[config.mk]
export PLATFORM = sky130hd
export DESIGN_NAME = mad_back
export DESIGN_NICKNAME = d
export VERILOG_FILES = /design/src/sv/mad_back.sv
export SDC_FILE = /design/constraint.sdc
export NUM_CORES = 1
export LEC_CHECK = 0
export BUFFER_PORTS_ARGS = -buffer_cell sky130_fd_sc_hd__buf_2
export CELL_PAD_IN_SITES_DETAIL_PLACEMENT = 1
export CELL_PAD_IN_SITES_GLOBAL_PLACEMENT = 2
export CORE_ASPECT_RATIO = 0.8
export CORE_MARGIN = 10
export CORE_UTILIZATION = 32
export CTS_CLUSTER_SIZE = 14
export DETAILED_ROUTE_END_ITERATION = 12
export PLACE_DENSITY_LB_ADDON = 0.2
export SETUP_SLACK_MARGIN = 0.15
export SYNTH_ARGS = -nofsm -noshare
export SYNTH_HDL_FRONTEND = slang
export SYNTH_SLANG_ARGS = --single-unit
[constraint.sdc]
create_clock -name clk -period 4.4 [get_ports clk]
set_input_delay 1.32 -clock clk [delete_from_list [all_inputs] [get_ports clk]]
set_output_delay 1.32 -clock clk [all_outputs]
set_load 0.01 [all_outputs]
[src/sv/mad_back.sv]
// ----------------------------------------------------------------------------
// mad_back - saturating mix and output register
// Pops (dry, wet) pairs, adds them with saturation and holds the result
// until the downstream side takes it.
// ----------------------------------------------------------------------------
module mad_back #(
	parameter int SAMPLE_WIDTH = 24
) (
	input  logic                      clk,
	input  logic                      arst_n,
	input  logic                      head_valid,
	input  logic [2*SAMPLE_WIDTH-1:0] head_data,
	output logic                      pop,
	output logic                      out_valid,
	input  logic                      out_ready,
	output logic [SAMPLE_WIDTH-1:0]   out_delayed,
	output logic [SAMPLE_WIDTH-1:0]   out_mix
);

	localparam int SW = SAMPLE_WIDTH;

	logic          valid_q;
	logic [SW-1:0] wet_q;
	logic [SW-1:0] mix_q;
	logic [SW-1:0] wet;
	logic [SW-1:0] dry;
	logic [SW:0]   sum;
	logic [SW-1:0] mix;

	assign wet = head_data[SW-1:0];
	assign dry = head_data[2*SW-1:SW];
	assign sum = {wet[SW-1], wet} + {dry[SW-1], dry};

	// clip to full scale when the two top bits disagree
	always_comb begin
		if (sum[SW] != sum[SW-1]) begin
			mix = sum[SW] ? {1'b1, {(SW-1){1'b0}}} : {1'b0, {(SW-1){1'b1}}};
		end else begin
			mix = sum[SW-1:0];
		end
	end

	assign pop = head_valid && (!valid_q || out_ready);

	always_ff @(posedge clk or negedge arst_n) begin
		if (!arst_n) begin
			valid_q <= 1'b0;
		end else if (pop) begin
			valid_q <= 1'b1;
		end else if (out_ready) begin
			valid_q <= 1'b0;
		end
	end

	always_ff @(posedge clk) begin
		if (pop) begin
			wet_q <= wet;
			mix_q <= mix;
		end
	end

	assign out_valid   = valid_q;
	assign out_delayed = wet_q;
	assign out_mix     = mix_q;

endmodule

After elaboration in Yosys (flattened, before gate mapping)
Index checks and enable logic that the tools add are counted.
{ "totals": {"register_bits": 49, "latch_bits": 0, "mem_bits_rw": 0, "mem_bits_ro": 0, "in_bits": 52, "word_cells": 13, "memories": 0} }
{ "classes": {"add_sub_neg": 1, "multipliers": 0, "n_div": 0, "magnitude_cmp": 0, "eq_ne": 1, "shift": 0, "n_mux": 4, "n_bitwise": 0, "n_reduce_logical": 4} }
{ "op_table": {"columns": ["op", "count"], "rows": [
  ["$mux W24", 2],
  ["$add A24 B24 Y25", 1],
  ["$mux W1", 2],
  ["$reduce_bool A2 Y1", 1],
  ["$logic_and A1 B1 Y1", 1],
  ["$logic_not A1 Y1", 1],
  ["$logic_or A1 B1 Y1", 1],
  ["$ne A1 B1 Y1", 1]
]} }

Longest topological paths before layout
{ "logic_depth": {"word_depth": 4, "mapped_depth": 12, "ltp_nobuf": 10} }

Worst setup path after synthesis
OpenSTA, ideal clock, no wires.
{ "synth_timing": {"path_kind": "input port to output port", "from": "input port out_ready", "to": "output port pop", "arrival_ns": 2.646, "setup_slack_ns": 0.434, "path_stages": 2, "n_path_buf": 0, "cell_sequence": "nand2b_1 -> and2_1"} }
{ "synth_via": {"elab_chain_cells": 2} }
{ "synth_lines": {"columns": ["element", "line_no", "text"], "rows": [
  ["start: declaration", "15", "input logic out_ready,"],
  ["$logic_or A1 B1 Y1", "43", "assign pop = head_valid && (!valid_q || out_ready);"],
  ["$logic_and A1 B1 Y1", "43", null],
  ["end: declaration", "13", "output logic pop,"]
]} }
No other way between the ends.

Worst setup path in the final report
{ "layout_timing": {"from": "input port head_data[17]", "to": "register mix_q[16] (netlist: out_mix[16]) (data pin)"} }
{ "layout_via": {"elab_chain_cells": 3, "word_cells_on_any_way": 4, "classes_between": "1 x add/sub; 1 x eq/ne; 2 x mux"} }
{ "layout_lines": {"columns": ["element", "line_no", "text"], "rows": [
  ["start: declaration", "12", "input logic [2*SAMPLE_WIDTH-1:0] head_data,"],
  ["$add A24 B24 Y25 *", "32", "assign sum = {wet[SW-1], wet} + {dry[SW-1], dry};"],
  ["$mux W24 or $ne A1 B1 Y1 (tied branches)", "37, 36", null],
  ["$mux W24 *", "36", "if (sum[SW] != sum[SW-1]) begin"],
  ["via mix[16]", "28", "logic [SW-1:0] mix;"],
  ["end signal: assignment", "58", "mix_q <= mix;"],
  ["end: declaration", "24", "logic [SW-1:0] mix_q;"]
]} }
Mark *: on every way through the listed nets, which the timed path passes. The rest lies on a longest branch.
A chain may end at the register's enable or synchronous reset.

==> impl_metrics.yaml <==
placement:
  dp_cells: 586
  gp_congestion: 0.859
  place_area_um2: 4230
  place_ws_ps: -83.9
  hpwl_um: 8920
  io_buffers: 101
drt:
  wl_um: 11200
  num_vias: 3132
  vias_per_cell: 5.27
  drt_iter0_drc: 188
  drc: 0
  drtAntennaViolNets: 0
  wl_per_cell_um: 18.9
  first_pass_iters: 4
run_status:
  status: "complete, no violations"
power_and_ir_drop:
  ir_drop_mv: 0.175
  p_leak_nw: 1.80
  power_mw: 1.55
  power.density_nw_per_um2: 353
cts:
  clock_path_buffers: 2
  htreeDepth: 2
  cts_tree: "built"
  cts_resized: 0
  cts_setup_buffers: 0
  cts_hold_buf: 0
  numClockSinks: 49
  cts_buffers: 5
  insertion_delay_ps: 300
  root_buffer: "clkbuf_16"
  cts.reportedPaths.clkPinSlew_ps: 70
floorplan:
  ioPinCount: 102
  dieArea_um2: 15900
  die_h_um: 115
  coreArea_um2: 10900
  rows: 34
  start_util: 0.329
  die_width_um: 139
logic_synthesis:
  synth_warnings: 0
  ys_seq_area_frac: 0.408
  synth.distinct_cells: 59
  synth_nets: 427
  synth_flop_cell: "edfxtp_1"
  synth-edff-count: 48
  async_flop_share: 0.0204
  ys_ff_latch: 49
  avgSynthCellArea_um2: 10.3
  synth.top_cell.area_share: 0.401
  synth_cells: 350
  synth_area_um2: 3600
  yosysTopAreaCell: "edfxtp_1"
  ys_top_cells_by_area: "edfxtp_1 40%, ha_1 8.3%, o21ai_0 4.5%"
layout:
  design_area_um2: 4400
  drive_above_1_share: 0.309
  fin_util: 0.402
  final_cells: 594
  final_nets: 526
  diodes: 0
  syn_to_final_growth_pct: 22.3
  nFillCells: 1272
timing:
  tightest_slew_ps: 640
  period_share: 0.912
  period_minus_slack_ps: 4010
  hold_viol: 0
  setup_viol: 0
  holdWs_ps: 515
  rsz0062_at_grt: "true"
  skew_ps: 8.36
  fin_tns_setup_ps: 0
  slew_headroom: 0.573
  fmaxAchievable_mhz: 249
  setup_ws_ps: 385
  drv_slew: 0
setup_path:
  cp.required_ps: 4490
  crit_top_cell: "a221o_1"
  worst_setup_path_end_kind: "flip-flop"
  crit_path_top_delay_cell: "ha_1"
  critPathMaxStageDelay_ps: 420
  cp_cell_sequence: "buf_2 > ha_1 > a21o_1 > a221o_1 > a221o_1 > a21oi_2 > and2_1 > buf_4 > nor2_1 > a2111oi_2"
  crit_path_start_kind: "input port"
  worstPathMaxFanout: 25
  cp.arrival_ps: 4100
  crit_type: "input port to flip-flop"
grt:
  grt_usage: 0.140
  grt_pass1_vias: 3260
  antenna_found_initial: 0
  grt_first_pass_wirelength_um: 18100
  gr-total-overflow: 0
  grt_max_degree: 49
run:
  cap_violations: 0
hold_path:
  hold_class: "flip-flop to flip-flop"
[area by class of cell]
| cell class | instances | area [um2] | share of cell area |
|---|---|---|---|
| well taps | 144 | 180 | 0.0410 |
| repair buffers | 114 | 603 | 0.137 |
| flip-flops and latches | 49 | 1470 | 0.333 |
| inverters | 6 | 22.5 | 0.00512 |
| clock inverters | 2 | 38.8 | 0.00882 |
| multi-input cells | 273 | 1960 | 0.445 |
| clock buffers | 6 | 129 | 0.0293 |
[layout by cell type (no fill, tap or decap), types with 3 or more instances in the layout]
cell type | netlist | layout
nand3_1 | 19 | 19
a21o_1 | 12 | 12
nand2_1 | 18 | 18
a2111oi_4 | 3 | 3
nand2b_1 | 5 | 5
buf_4 | 5 | 13
xor2_1 | 8 | 8
buf_2 | 7 | 101
and3_1 | 6 | 6
clkbuf_16 | 0 | 5
inv_1 | 5 | 5
mux2i_1 | 4 | 4
a31oi_1 | 3 | 3
and2_1 | 4 | 3
or3_1 | 7 | 7
nand4_1 | 8 | 8
edfxtp_1 | 48 | 48
nor2_1 | 14 | 14
a211oi_1 | 6 | 6
o211ai_1 | 10 | 10
o21ai_0 | 32 | 32
xnor2_1 | 6 | 6
ha_1 | 24 | 24
a21oi_1 | 28 | 27
maj3_2 | 3 | 3
nor3_1 | 6 | 6
a22oi_1 | 11 | 11
o21a_1 | 3 | 3
maj3_1 | 3 | 3
[report_power, final]
part           leakage (nW)  total [mW]  switching [mW]  internal (mW)
Combinational          1.25       0.520           0.319          0.200
Sequential            0.467       0.583         0.00933          0.574
Clock                0.0810       0.451           0.181          0.270
Total                  1.80        1.55           0.509           1.04
[cell usage after synthesis (all sizes together) (2+ instances only)]
cell type,number
a2111oi,5
xnor2,6
or3,7
a21o,12
nor2b,2
o211ai,10
maj3,6
xor2,8
nand2b,5
mux2i,4
and4,2
a31oi,3
ha,24
o21a,3
a22oi,11
nand4,9
buf,18
or4,2
a221o,2
a211oi,6
o21ai,34
nor2,15
nor3,6
clkbuf,4
a21oi,29
edfxtp,48
inv,5
and3,6
and2,4
nand2,19
nand3,20
[kinds of logic after synthesis]
group / Yosys count / share of synthesized area
XOR/XNOR: 14 / 0.0341
adder cells (fa/ha/maj): 31 / 0.107
flip-flops: 49 / 0.408
AND/OR/NAND/NOR: 99 / 0.149
multiplexers: 4 / 0.0111
buffers and inverters: 28 / 0.0494
AO/OA/AOI/OAI: 125 / 0.242
[worst paths after layout]
path                                        from                   endpoint  slack [ps]  depth (start not counted)
setup / recovery                   head_data[17]      out_mix[16]$_DFFE_PP_         390                         10
hold / removal             out_valid$_DFFE_PN0P_      out_valid$_DFFE_PN0P_         520                          2
setup reg to reg           out_valid$_DFFE_PN0P_  out_delayed[13]$_DFFE_PP_        2750                          3
hold reg to reg            out_valid$_DFFE_PN0P_      out_valid$_DFFE_PN0P_         520                          2
max in group asynchronous                 arst_n      out_valid$_DFFE_PN0P_        3530                          1
min in group asynchronous                 arst_n      out_valid$_DFFE_PN0P_         790                          1
[sequential cells by signal (all words and copies together), names as in the netlist]
name	flops
out_valid	1
out_mix	24
out_delayed	24
[worst max-delay path: cells and delay by family]
kind                     cells  cell delay, ps
AO/OA/AOI/OAI                5            1650
adder cells (fa/ha/maj)      1             420
buffers and inverters        2             390
AND/OR/NAND/NOR              2             320
[per-layer routing]
layer	wire (um)	global-route usage	vias up	share of wire
met1	5590	0.191	1494	0.50
li1	-	-	1558	-
met2	4810	0.215	76	0.43
met5	0	0	-	0
met4	65	0.0231	0	0.0058
met3	746	0.0433	4	0.067
Note: power is estimated with default switching activity, not from simulation.
