### src/sv/mad_queue.sv
// ----------------------------------------------------------------------------
// mad_queue - short register FIFO between front and back
// Overflow is prevented upstream by the front end's credit count.
// ----------------------------------------------------------------------------
module mad_queue #(
	parameter int WIDTH = 48,
	parameter int DEPTH = 8
) (
	input  logic             clk,
	input  logic             arst_n,
	input  logic             push,
	input  logic [WIDTH-1:0] push_data,
	input  logic             pop,
	output logic             head_valid,
	output logic [WIDTH-1:0] head_data
);

	localparam int PTR_W = $clog2(DEPTH);
	localparam int CNT_W = $clog2(DEPTH + 1);

	logic [WIDTH-1:0] mem_q [DEPTH];
	logic [PTR_W-1:0] wr_q;
	logic [PTR_W-1:0] rd_q;
	logic [CNT_W-1:0] cnt_q;

	assign head_valid = (cnt_q != '0);
	assign head_data  = mem_q[rd_q];

	always_ff @(posedge clk) begin
		if (push) begin
			mem_q[wr_q] <= push_data;
		end
	end

	always_ff @(posedge clk or negedge arst_n) begin
		if (!arst_n) begin
			wr_q  <= '0;
			rd_q  <= '0;
			cnt_q <= '0;
		end else begin
			if (push) begin
				wr_q <= wr_q + PTR_W'(1);
			end
			if (pop) begin
				rd_q <= rd_q + PTR_W'(1);
			end
			case ({push, pop})
				2'b10:   cnt_q <= cnt_q + CNT_W'(1);
				2'b01:   cnt_q <= cnt_q - CNT_W'(1);
				default: cnt_q <= cnt_q;
			endcase
		end
	end

endmodule

### config.mk
export PLATFORM = sky130hd
export DESIGN_NAME = mad_queue
export DESIGN_NICKNAME = d
export VERILOG_FILES = /design/src/sv/mad_queue.sv
export SDC_FILE = /design/constraint.sdc
export NUM_CORES = 1
export LEC_CHECK = 0
export ABC_AREA = 1
export BUFFER_PORTS_ARGS = -buffer_cell sky130_fd_sc_hd__buf_2
export CAP_MARGIN = 20
export CORE_UTILIZATION = 32
export CTS_CLUSTER_SIZE = 10
export DETAILED_ROUTE_END_ITERATION = 10
export GPL_TIMING_DRIVEN = 1
export PLACE_DENSITY_LB_ADDON = 0.15
export SYNTH_ARGS = -nofsm -noshare
export SYNTH_HDL_FRONTEND = slang
export SYNTH_SLANG_ARGS = --single-unit
### constraint.sdc
create_clock -name clk -period 4.7 [get_ports clk]
set_clock_uncertainty 0.15 [all_clocks]
set_input_delay 0.235 -clock clk [delete_from_list [all_inputs] [get_ports clk]]
set_output_delay 0.235 -clock clk [all_outputs]
set_load 0.01 [all_outputs]
# Yosys cells after proc, flatten, opt, wreduce, memory -nomap -nowiden
# Memories as Yosys holds them, arrays and structs flattened.
# Index checks and enable logic that the tools add are counted.
word_totals:
  reg_bits: 10
  ramBits: 384
  output_inout_bits: 49
  n_memories: 1
mem_list:
  columns: ["memory", "words", "width", "read_ports", "rd_ports_with_merged_regs", "write_ports", "line", "text"]
  rows:
  - ["mem_q", 8, 48, 1, 0, 1, "21", "logic [WIDTH-1:0] mem_q [DEPTH];"]
classes:
  n_addsub: 4
  eq_ne: 2
  mux: 3
  reduce_logical: 2
op_table:
  columns: ["operator", "count"]
  rows:
  - ["case mux 4 bit (2 select lines)", 1]
  - ["adder 3 x 1 -> 3 bit, second input constant", 2]
  - ["adder 4 x 1 -> 4 bit, second input constant", 1]
  - ["nonzero test 4 bit", 1]
  - ["subtractor 4 x 1 -> 4 bit, second input constant", 1]
  - ["== test 2 x 1 -> 1 bit, second input constant", 1]
  - ["== test 2 bit, second input constant", 1]
  - ["two-way mux 1 bit", 2]
  - ["nonzero test 2 bit", 1]

# Logic depth before layout (Yosys ltp)
# Gate-level depths: netlist of run 1.
logic_depth:
  ltp_word: 2
  ltp_mapped: 10
  ltp_nobuf: 10

# Worst setup path before layout of run 1
# No wires, ideal clock.
synth_path:
  path_kind: "reg-to-reg"
  start: "reg wr_q[0]"
  end: "mem mem_q[0][0] (enable)"
  setup_time_ns: 0.454
  t_arrival_ns: 2.693
  t_required_ns: 4.096
  slack_ns: 1.403
  path_stages_with_launch: 3
  path_cell_list: "dfrtp_1 -> or2_1 -> nor2_1"
synth_rtl:
  columns: ["item", "line", "text"]
  rows:
  - ["start, declared", "22", "logic [PTR_W-1:0] wr_q;"]
  - ["start signal, assigned", "42", "wr_q <= wr_q + PTR_W'(1);"]
  - ["end, declared", "21", null]
# Straight into the memory's write port.

# Final worst setup path of run 1
layout_path:
  start: "reg rd_q[1]"
  end: "out head_data[44]"
layout_via:
  elab_chain_len: 1
layout_lines:
  columns: ["item", "line", "text"]
  rows:
  - ["start, declared", "23", "logic [PTR_W-1:0] rd_q;"]
  - ["start signal, assigned", "45", "rd_q <= rd_q + PTR_W'(1);"]
  - ["memory read (8 x 48 bit)", null, null]
  - ["end, declared", "15", "output logic [WIDTH-1:0] head_data"]
# No other way between the ends.

==> results.md, run 1 <==
- Clock slew at the register clock pins of the worst setup and hold paths: 0.05 ns
- Portion of netlist area occupied by mux cells: 0%
- Die outline height: 222.1 µm
- PnR worst setup slack: roughly 1.3 ns
- Outcome: complete, no violations
- Max Cap Violations: 0
- Buf/Inv on CP: 3
- Type of origin of the critical path: flip-flop
- Dpl ws: 1.866 ns
- #FFs+latches synth: 394
- Non-filler instance count after layout: 1950
- Cell type with the highest occurrence count on the critical path: nand2_1
- Number of CTS-inserted buffers: 47
- Routed via count: 9519
- Cell accounting for the most synthesized area: edfxtp_1
- Post-DR vias/cell: 4.882
- Global-route wire length before repair: 59870 µm
- Worst-Margin Slew: 0.9924 ns
- Type of the worst setup path: flip-flop to output pin
- Static Leakage: 6.361 nW
- CTS resizes: 0
- Clock Root Buffer: clkbuf_16
- Max Fanout on Critical Path: 47
- Pin count of the biggest net entering global routing: around 200
- Wire length after detailed routing: 39160 µm
- Combinational family with the most area after synthesis: compound AO/OA/AOI/OAI gates
- Post-CTS Setup Inserts: 0
- Clk_lat worst skew: 0.57 ns
- Cell variety after synth: 22
- Number of DRC violations after detailed-routing iteration 0: just under 700
- Placed cell count: 1825
- Aggregate negative setup slack: 0 ns
- Core Area: roughly 48000 µm²
- Via count of the first global-routing pass: 9602
- Post-layout net count: 1368
- Number of levels in the clock H-tree: 2
- Final Setup Violations: 0
- Top Ports: between 100 and 150
- Clock tree from TritonCTS: built
- Class of the tightest hold or removal check: primary input to flip-flop
- Share of the yosys chip area belonging to registers: 76.01%
- Area share of the largest cell type after synthesis: between 70 and 80%
- Antenna violations before repair: 5
- Part of the cycle the worst path needs: 71.73%
- Post-synth design cell area: 15500 µm²
- DRC violation count after routing: 0
- Die extent in x: 222.1 µm
- Average detailed-routed wire length per instance: ~20 µm
- Data arrival at the endpoint of the critical path: 2.99 ns
- Layout area overhead: 19.08%
- Worst slew margin: 33.68%
- Power per cell area: 623.4 nW/µm²
- Fill cells: roughly 4500
- Xor and xnor area share after synthesis: 0.3390%
- Max incr delay on CP: 0.76 ns
- Max Root-Sink Buffers: 3
- Slew Viols, Final: 0
- Detailed Routing Iterations Pass 1: 6
- Adder-cell share of the synthesized area: less than 1%
- Synth Warn #: 0
- Unrepaired setup endpoints after global routing: no
- Share of post-route cells with drive strength above 1: 15.39%
- Post-synthesis simple-gate area fraction: 9.081%
- Critical-path top delay cell: clkinv_2
- Mapped Nets: 1216
- Count of port buffers added during placement: 100
- HPWL reported at the end of detailed placement: 19890 µm
- Global Route Usage Sum: 16.00%
- Critical Path, Cell by Cell: clkinv_2, buf_4, o21ai_1, o22ai_1, nand2_1, nand2_1, buf_2
- RD Place Congestion: roughly 0.7
- Final worst hold slack: 0.3170 ns
- Global-route congestion overflow total: 0
- Floorplan die area: a little under 50000 µm²
- Final hold violations: 0
- Top post-synthesis cells by area: edfxtp_1 74%, nor2_1 4.9%, nand2_1 4.0%
- Worst IR Drop VDD: 0.0003374 V
- Std cell rows: 80
- Crit-path leading delay family: buffers and inverters
- Complex-gate fraction of the synthesized area: 10.61%
- Antenna viol nets, final: 0
- Effective utilization at floorplan: 32.46%
- Number of clock sinks seen by CTS: 394
- Required @ worst endpoint: ~4.3 ns
- Post-synthesis area per instance: 13.37 µm²
- Post-layout min period: 3.371 ns
- Maximum operating frequency: 296.6 MHz
- Crit end category: output pin
- Gate count of the mapped netlist: 1159
synthesized netlist by cell type:
| cell type | instances |
|---|---|
| edfxtp_1 | 384 |
| nor2_1 | 203 |
| o21ai_1 | 81 |
| a21oi_1 | 1 |
| ha_1 | 5 |
| xor2_1 | 4 |
| nand3_1 | 4 |
| o21ai_2 | 14 |
| dfrtp_1 | 10 |
| buf_6 | 22 |
| buf_2 | 19 |
| inv_1 | 12 |
| nand2_1 | 165 |
| buf_4 | 9 |
| or2_1 | 1 |
| inv_2 | 1 |
| o22ai_1 | 96 |
| clkbuf_1 | 19 |
| xnor2_1 | 2 |
| buf_1 | 4 |
| o21ai_0 | 102 |
| inv_4 | 1 |
metal layers:
metal	GRT usage (%)	wire [µm]	vias to the layer above
met3	3.035	1787	50
met5	0	23	-
met2	25.33	18000	188
li1	-	-	4534
met1	22.33	18650	4743
met4	4.592	698	4
worst paths after layout:
path	startpoint	to	slack [ns]	cells past startpoint
min in group asynchronous	arst_n	rd_q[1]	0.58	3
max in group asynchronous	arst_n	rd_q[0]	3.40	3
hold reg to reg	cnt_q[3]	cnt_q[3]	0.37	2
setup / recovery	rd_q[1]	head_data[44]	1.33	7
setup reg to reg	wr_q[0]	mem_q[2][22]	2.14	3
hold / removal	push_data[35]	mem_q[4][35]	0.32	2
power by group:
part	internal [mW]	switching, mW	leakage [nW]
registers	4.27	0.126	3.61
logic	1.19	2.67	2.11
clock network	1.88	1.36	0.641
total	7.35	4.16	6.36
cell usage in the layout (no fill, tap or decap):
cell,instances
a21oi_1,1
buf_12,2
buf_16,2
buf_2,100
buf_4,20
bufinv_16,1
clkbuf_1,16
clkbuf_16,47
clkinv_1,1
clkinv_16,1
clkinv_2,1
clkinv_8,1
clkinvlp_4,1
dfrtp_1,7
dfrtp_2,2
dfrtp_4,1
diode_2,3
dlygate4sd3_1,52
edfxtp_1,384
ha_1,5
inv_1,11
inv_2,1
inv_6,3
nand2_1,165
nand3_1,4
nor2_1,195
nor2_4,8
o21ai_0,102
o21ai_1,81
o21ai_2,14
o22ai_1,96
or2_1,1
xnor2_1,2
xor2_1,4
state kept, by name, indices dropped and copies added (netlist names):
name and flops:
mem_q 384, cnt_q 4, wr_q 3, rd_q 3
layout make-up:
type	count	area, µm²	area share (%)
diodes	3	7.507	0.04067
clock buffers	63	1236	6.697
clock inverters	7	105.1	0.5694
inverters	14	58.81	0.3186
multi-input cells	678	3227	17.48
flip-flops and latches	394	11790	63.86
well taps	615	769.5	4.169
repair buffers	176	1266	6.860
metrics by stage:
| step | util, % | power (mW) | cell area (µm²) |
|---|---|---|---|
| final | 38.66 | 11.51 | 18460 |
| after global routing | 38.65 | 12.24 | 18460 |
| after CTS | 38.64 | 11.71 | 18450 |
| after detailed placement | 34.74 | 8.389 | 16590 |
| after global placement | 34.63 | 8.378 | 16530 |
| after floorplan | - | 7.085 | 15500 |
worst reg2reg max path, delay by kind of cell, from the launching register on:
family,cells,cell delay [ns]
AND/OR/NAND/NOR,2,0.95
buffers and inverters,1,0.67
flip-flops,1,0.40
logic make-up after synthesis:
| group | Yosys count |
|---|---|
| AO/OA/AOI/OAI | 294 |
| buffers and inverters | 87 |
| XOR/XNOR | 6 |
| flip-flops | 394 |
| AND/OR/NAND/NOR | 373 |
| adder cells (fa/ha/maj) | 5 |
repair_timing:
item | CTS | global route
setup endpoints to repair | 0 | 0
hold buffers | 52 | 0
hold endpoints to repair | 400 | 0
No activity file was read; power rests on OpenSTA's default activity.
==> run 2: changes to the inputs <==
clock period = 3.13 ns   (was 4.7 ns; I/O delays follow)
==> run 2 against run 1 <==
Effect of this change:
- sequential power up 50%
- first-iteration DRC count is 21% lower
- global-route usage shrank 0.11 points
- hold slack lost 0.075 ns
- die area unchanged
- combinational power is 53% higher
- via count about the same
- cell area about the same
- critical path type unchanged
- register-to-register slack got worse by 1.1 ns
- largest cell class unchanged
- sequential share of layout area is essentially flat
- highest routed layer is now met4
- final cell count down 0.10%
==> results.md, run 2 (synthesized netlist as in run 1, its figures left out) <==
- Top Ports: 101
- Post-CTS Setup Inserts: 0
- Required @ worst endpoint: 2.82 ns
- Class of the tightest hold or removal check: primary input to flip-flop
- Post-DR vias/cell: 4.884
- Internal power: 11.05 mW
- Post-layout net count: 1373
- Buf/Inv on CP: 3
- Pin count of the biggest net entering global routing: 107
- Floorplan die area: around 50000 µm²
- Detailed Routing Iterations Pass 1: 6
- Share of post-route cells with drive strength above 1: 15.69%
- Crit-path leading delay family: buffers and inverters
- Top reg by flops: mem_q
- Worst reg2reg startpoint: wr_q[0]
- Global-route congestion overflow total: 0
- Final worst hold slack: 0.2420 ns
- Antenna viol nets, final: 0
- Fill cells: 4486
- Global-route wire length before repair: a little under 60000 µm
- Launching instance or port of the critical path: rd_q[0]
- Number of DRC violations after detailed-routing iteration 0: 530
- Std cell rows: 80
- Max incr delay on CP: around 0.6 ns
- Final Setup Violations: 0
- Power per cell area: 933.2 nW/µm²
- Worst-Margin Slew: 0.8419 ns
- Critical Path, Cell by Cell: inv_6, buf_4, nor2_1, o22ai_1, nand2_1, nand2_1, buf_2
- Die extent in x: between 200 and 250 µm
- Part of the cycle the worst path needs: 92.47%
- Final hold violations: 0
- Dpl ws: 0.7886 ns
- Post-layout min period: 2.894 ns
- Commonest non-fill, non-tap cells in the layout: 384 x edfxtp_1, 195 x nor2_1, 165 x nand2_1
- Static Leakage: 6.375 nW
- Wire length after detailed routing: 38880 µm
- Global Route Usage Sum: 15.88%
- Max Root-Sink Buffers: 3
- Slew Viols, Final: 0
- Overall Power: 17.22 mW
- Clock tree from TritonCTS: built
- Clock slew at the register clock pins of the worst setup and hold paths: 0.05 ns
- CTS resizes: 0
- Layout area overhead: 19.08%
- Max Fanout on Critical Path: 46
- Commonest non-fill, non-tap cell in the layout: edfxtp_1
- Hold-fix buffer count after cts: 52
- RD Place Congestion: just under 0.7
- Effective utilization at floorplan: about a third
- Aggregate negative setup slack: 0 ns
- Core Area: roughly 48000 µm²
- PnR worst setup slack: 0.2356 ns
- End-of-flow core utilization: 38.66%
- DRC violation count after routing: 0
- Logic pwr share: around a third
- Summed area of non-filler cells in the final layout: 18460 µm²
- Max FFs per register: 384
- Type of the worst setup path: flip-flop to output pin
- Switching power: 6.177 mW
- Portion of total power attributed to sequential cells: around two fifths
- Data arrival at the endpoint of the critical path: about 2.6 ns
- Clk_lat worst skew: 0.56 ns
- Switching Fraction: 35.86%
- Number of clock sinks seen by CTS: 394
- Clock Root Buffer: clkbuf_16
- Number of levels in the clock H-tree: 2
- Part of the total power dissipated in the clock network: 27.4%
- Number of CTS-inserted buffers: 46
- Maximum operating frequency: ~350 MHz
- Count of port buffers added during placement: 100
- Outcome: complete, no violations
- Via count of the first global-routing pass: 9576
- Worst IR Drop VDD: 0.0006849 V
- Worst slew margin: between 40% and 50%
- Die outline height: 222.1 µm
- Crit end category: output pin
- Start point of the worst hold path: push_data[35]
- Leading registers by flop count: mem_q x384, cnt_q x4
- Average detailed-routed wire length per instance: around 20 µm
- Critical-path top delay cell: dfrtp_4
- Total cell area at the placement stage: 16660 µm²
- Type of origin of the critical path: flip-flop
- Placed cell count: 1831
- Non-filler instance count after layout: 1948
- Cell type with the highest occurrence count on the critical path: nand2_1
- Max Cap Violations: 0
- Unrepaired setup endpoints after global routing: no
- Routed via count: 9514
- HPWL reported at the end of detailed placement: 19420 µm
- Antenna violations before repair: 1
[run 2: changes by cell type in the layout (fill, tap and decap cells not counted), moves of 2 or more]
cell | before | now
buf_12 | 2 | 7
clkbuf_1 | 16 | 12
buf_4 | 20 | 23
buf_16 | 2 | 0
diode_2 | 3 | 1
[run 2: metal layers]
| metal | track usage (%) | share of wire [%] | vias up |
|---|---|---|---|
| li1 | - | - | 4540 |
| met2 | 25.43 | 47 | 158 |
| met5 | 0 | 0 | - |
| met3 | 2.544 | 4.1 | 56 |
| met1 | 22.08 | 47 | 4760 |
| met4 | 4.973 | 1.9 | 0 |
[run 2: final timing paths]
check,depth (start not counted),slack [ns],to
min in group asynchronous,3,0.52,wr_q[0]
hold / removal,2,0.24,mem_q[6][35]
hold reg to reg,1,0.38,cnt_q[0]
setup reg to reg,3,1.09,mem_q[4][12]
max in group asynchronous,3,1.89,rd_q[0]
setup / recovery,7,0.24,head_data[45]
[run 2: power groups by stage]
stage	logic, mW	registers, mW	clock network, mW
floorplan	3.97	6.66	0
global placement	5.95	6.71	0
detailed placement	6.00	6.72	0
CTS	6.06	6.61	4.88
global route	6.58	6.66	5.06
finish	5.89	6.61	4.73
[run 2: cell type report]
type / instances / area (µm²) / area share [%]
clock buffer: 59 / 1210 / 6.555
clock inverter: 5 / 67.56 / 0.3661
tap: 615 / 769.5 / 4.169
multi-input combinational: 678 / 3227 / 17.48
antenna: 1 / 2.502 / 0.01356
timing repair buffer: 182 / 1334 / 7.227
sequential: 394 / 11790 / 63.87
inverter: 14 / 58.81 / 0.3186
==> run 3: changes to the inputs <==
REMOVE_ABC_BUFFERS = 1   (was not set)
TNS_END_PERCENT = 5   (was not set)
==> run 3 against run 2 <==
Effect of this change:
- count of clock-buffer cells in the layout rose by 5
- sequential cell count did not move
- critical path depth fell by 1
- sequential power fell by 0.8%
- critical endpoint is now head_data[1]
- maximum frequency rose by 2.1%
- wire length fell by 0.61%
- cell area barely moved
- combinational power rose by 0.8%
- clock power fell by 0.8%
- largest power group unchanged
- final cell count fell by 0.10%
- non-clock buffer count fell by 6
- hold slack improved by 0.0056 ns
==> results.md, run 3 (synthesized netlist as in run 1, its figures left out) <==
- Wire length after detailed routing: roughly 39000 µm
- Max Cap Violations: 0
- Die extent in x: 222.1 µm
- Final Setup Violations: 0
- Global-route congestion overflow total: 0
- Static Leakage: 6.354 nW
- Leading registers by flop count: mem_q x384, cnt_q x4
- Clock Root Buffer: clkbuf_16
- Maximum operating frequency: 352.8 MHz
- Endpoint of the worst setup timing path: head_data[1]
- Worst reg2reg startpoint: wr_q[0]
- Global-route wire length before repair: 59000 µm
- Hold-fix buffer count after cts: 52
- Antenna viol nets, final: 0
- Total cell area at the placement stage: 16680 µm²
- Top reg by flops: mem_q
- Max FFs per register: 384
- RD Place Congestion: 0.7265
- Type of the worst setup path: flip-flop to output pin
- Number of instances on the worst hold path: 2
- Critical-path top delay cell: buf_12
- HPWL reported at the end of detailed placement: about 19000 µm
- Unrepaired setup endpoints after global routing: no
- Summed area of non-filler cells in the final layout: 18470 µm²
- Effective utilization at floorplan: 32.46%
- Std cell rows: 80
- Routed via count: 9492
- Post-layout min period: 2.834 ns
- Clock tree from TritonCTS: built
- Antenna violations before repair: 2
- Floorplan die area: 49320 µm²
- Type of origin of the critical path: flip-flop
- Pin count of the biggest net entering global routing: slightly below 200
- Post-DR vias/cell: 4.878
- Outcome: complete, no violations
- Layout area overhead: 19.17%
- Overall Power: about 17 mW
- Detailed Routing Iterations Pass 1: 5
- Clock slew at the register clock pins of the worst setup and hold paths: 0.05 ns
- Global Route Usage Sum: 15.87%
- Critical Path, Cell by Cell: buf_12, o21ai_0, o22ai_1, nand2_1, nand2_1, buf_2
- Final hold violations: 0
- Class of the tightest hold or removal check: primary input to flip-flop
- Worst slew margin: 40.82%
- Die outline height: 222.1 µm
- Number of levels in the clock H-tree: 2
- Data arrival at the endpoint of the critical path: 2.53 ns
- Launching instance or port of the critical path: rd_q[0]
- Via count of the first global-routing pass: 9784
- Number of CTS-inserted buffers: 46
- Post-layout net count: 1367
- Crit end category: output pin
- Part of the cycle the worst path needs: 90.55%
- Max Root-Sink Buffers: 3
- Reg-to-reg setup timing slack: 1.07 ns
- Worst-Margin Slew: 0.8877 ns
- Number of clock sinks seen by CTS: 394
- Slew Viols, Final: 0
- Max incr delay on CP: ~0.61 ns
- Worst reg2reg endpoint: mem_q[4][40]
- Commonest non-fill, non-tap cell in the layout: edfxtp_1
- Average detailed-routed wire length per instance: slightly below 20 µm
- Worst IR Drop VDD: 0.0006698 V
- CTS resizes: 0
- Required @ worst endpoint: 2.82 ns
- Top Ports: roughly 100
- Power per cell area: ~930 nW/µm²
- Clk_lat worst skew: 0.56 ns
- Worst Reg2Reg Path Length in Cells: 3
- Share of post-route cells with drive strength above 1: 15.20%
- Core Area: between 40000 and 50000 µm²
- Cell type with the highest occurrence count on the critical path: nand2_1
- Count of port buffers added during placement: 100
- Max Fanout on Critical Path: 194
- Number of DRC violations after detailed-routing iteration 0: 486
- Commonest non-fill, non-tap cells in the layout: 384 x edfxtp_1, 195 x nor2_1, 165 x nand2_1
- DRC violation count after routing: 0
- End-of-flow core utilization: 38.69%
- Post-CTS Setup Inserts: 0
## run 3: cell types whose count changed in the layout (fill, tap and decap cells not counted), sizes merged
cell      delta
clkinv       -2
clkbuf       +5
diode        +1
clkinvlp     +1
bufinv       -1
buf          -6
## run 3: metal layers
layer	global-route usage (%)	share of wire [%]
met3	2.809	3.8
met5	0	0
met1	20.89	46
met4	5.824	2.6
met2	26.17	47
## run 3: where the power goes
group          leakage, nW  internal (mW)  switching (mW)
combinational         2.14           1.89            4.05
clock                0.608           2.72            1.97
sequential            3.61           6.41           0.152
total                 6.35           11.0            6.18
## run 3: stage by stage
step	hold WS, ns	setup slack [ns]	setup TNS (ns)	std cells
after detailed placement	-0.08890	0.9050	0	1825
final	0.2476	0.2958	0	1946
after global routing	0.2477	0.09854	0	1946
after CTS	0.2158	0.2806	0	1944
after global placement	-0.09453	0.6924	0	1824
after floorplan	-0.2891	-2.347	-147.90	1086
## run 3: critical path, delay by kind of cell, from the launching register on
family                 cells  cell delay [ns]
buffers and inverters      2             0.76
AND/OR/NAND/NOR            2             0.21
AO/OA/AOI/OAI              2             0.39
flip-flops                 1             0.45
## run 3: cell type report
type,count,area [µm²]
fillers,4531,29270
flip-flops and latches,394,11790
multi-input cells,678,3227
repair buffers,176,1359
clock buffers,64,1240
well taps,615,769.5
inverters,14,58.81
clock inverters,3,25.02
diodes,2,5.005
## run 3: worst min-delay path by stage
stage / slack, ns / endpoint / start
after floorplan: -0.29 / cnt_q[0] / arst_n
after global placement: -0.09 / cnt_q[3] / arst_n
after detailed placement: -0.09 / cnt_q[3] / arst_n
after CTS: 0.22 / wr_q[1] / push
after global routing: 0.25 / mem_q[3][13] / push_data[13]
final: 0.25 / mem_q[7][24] / push_data[24]
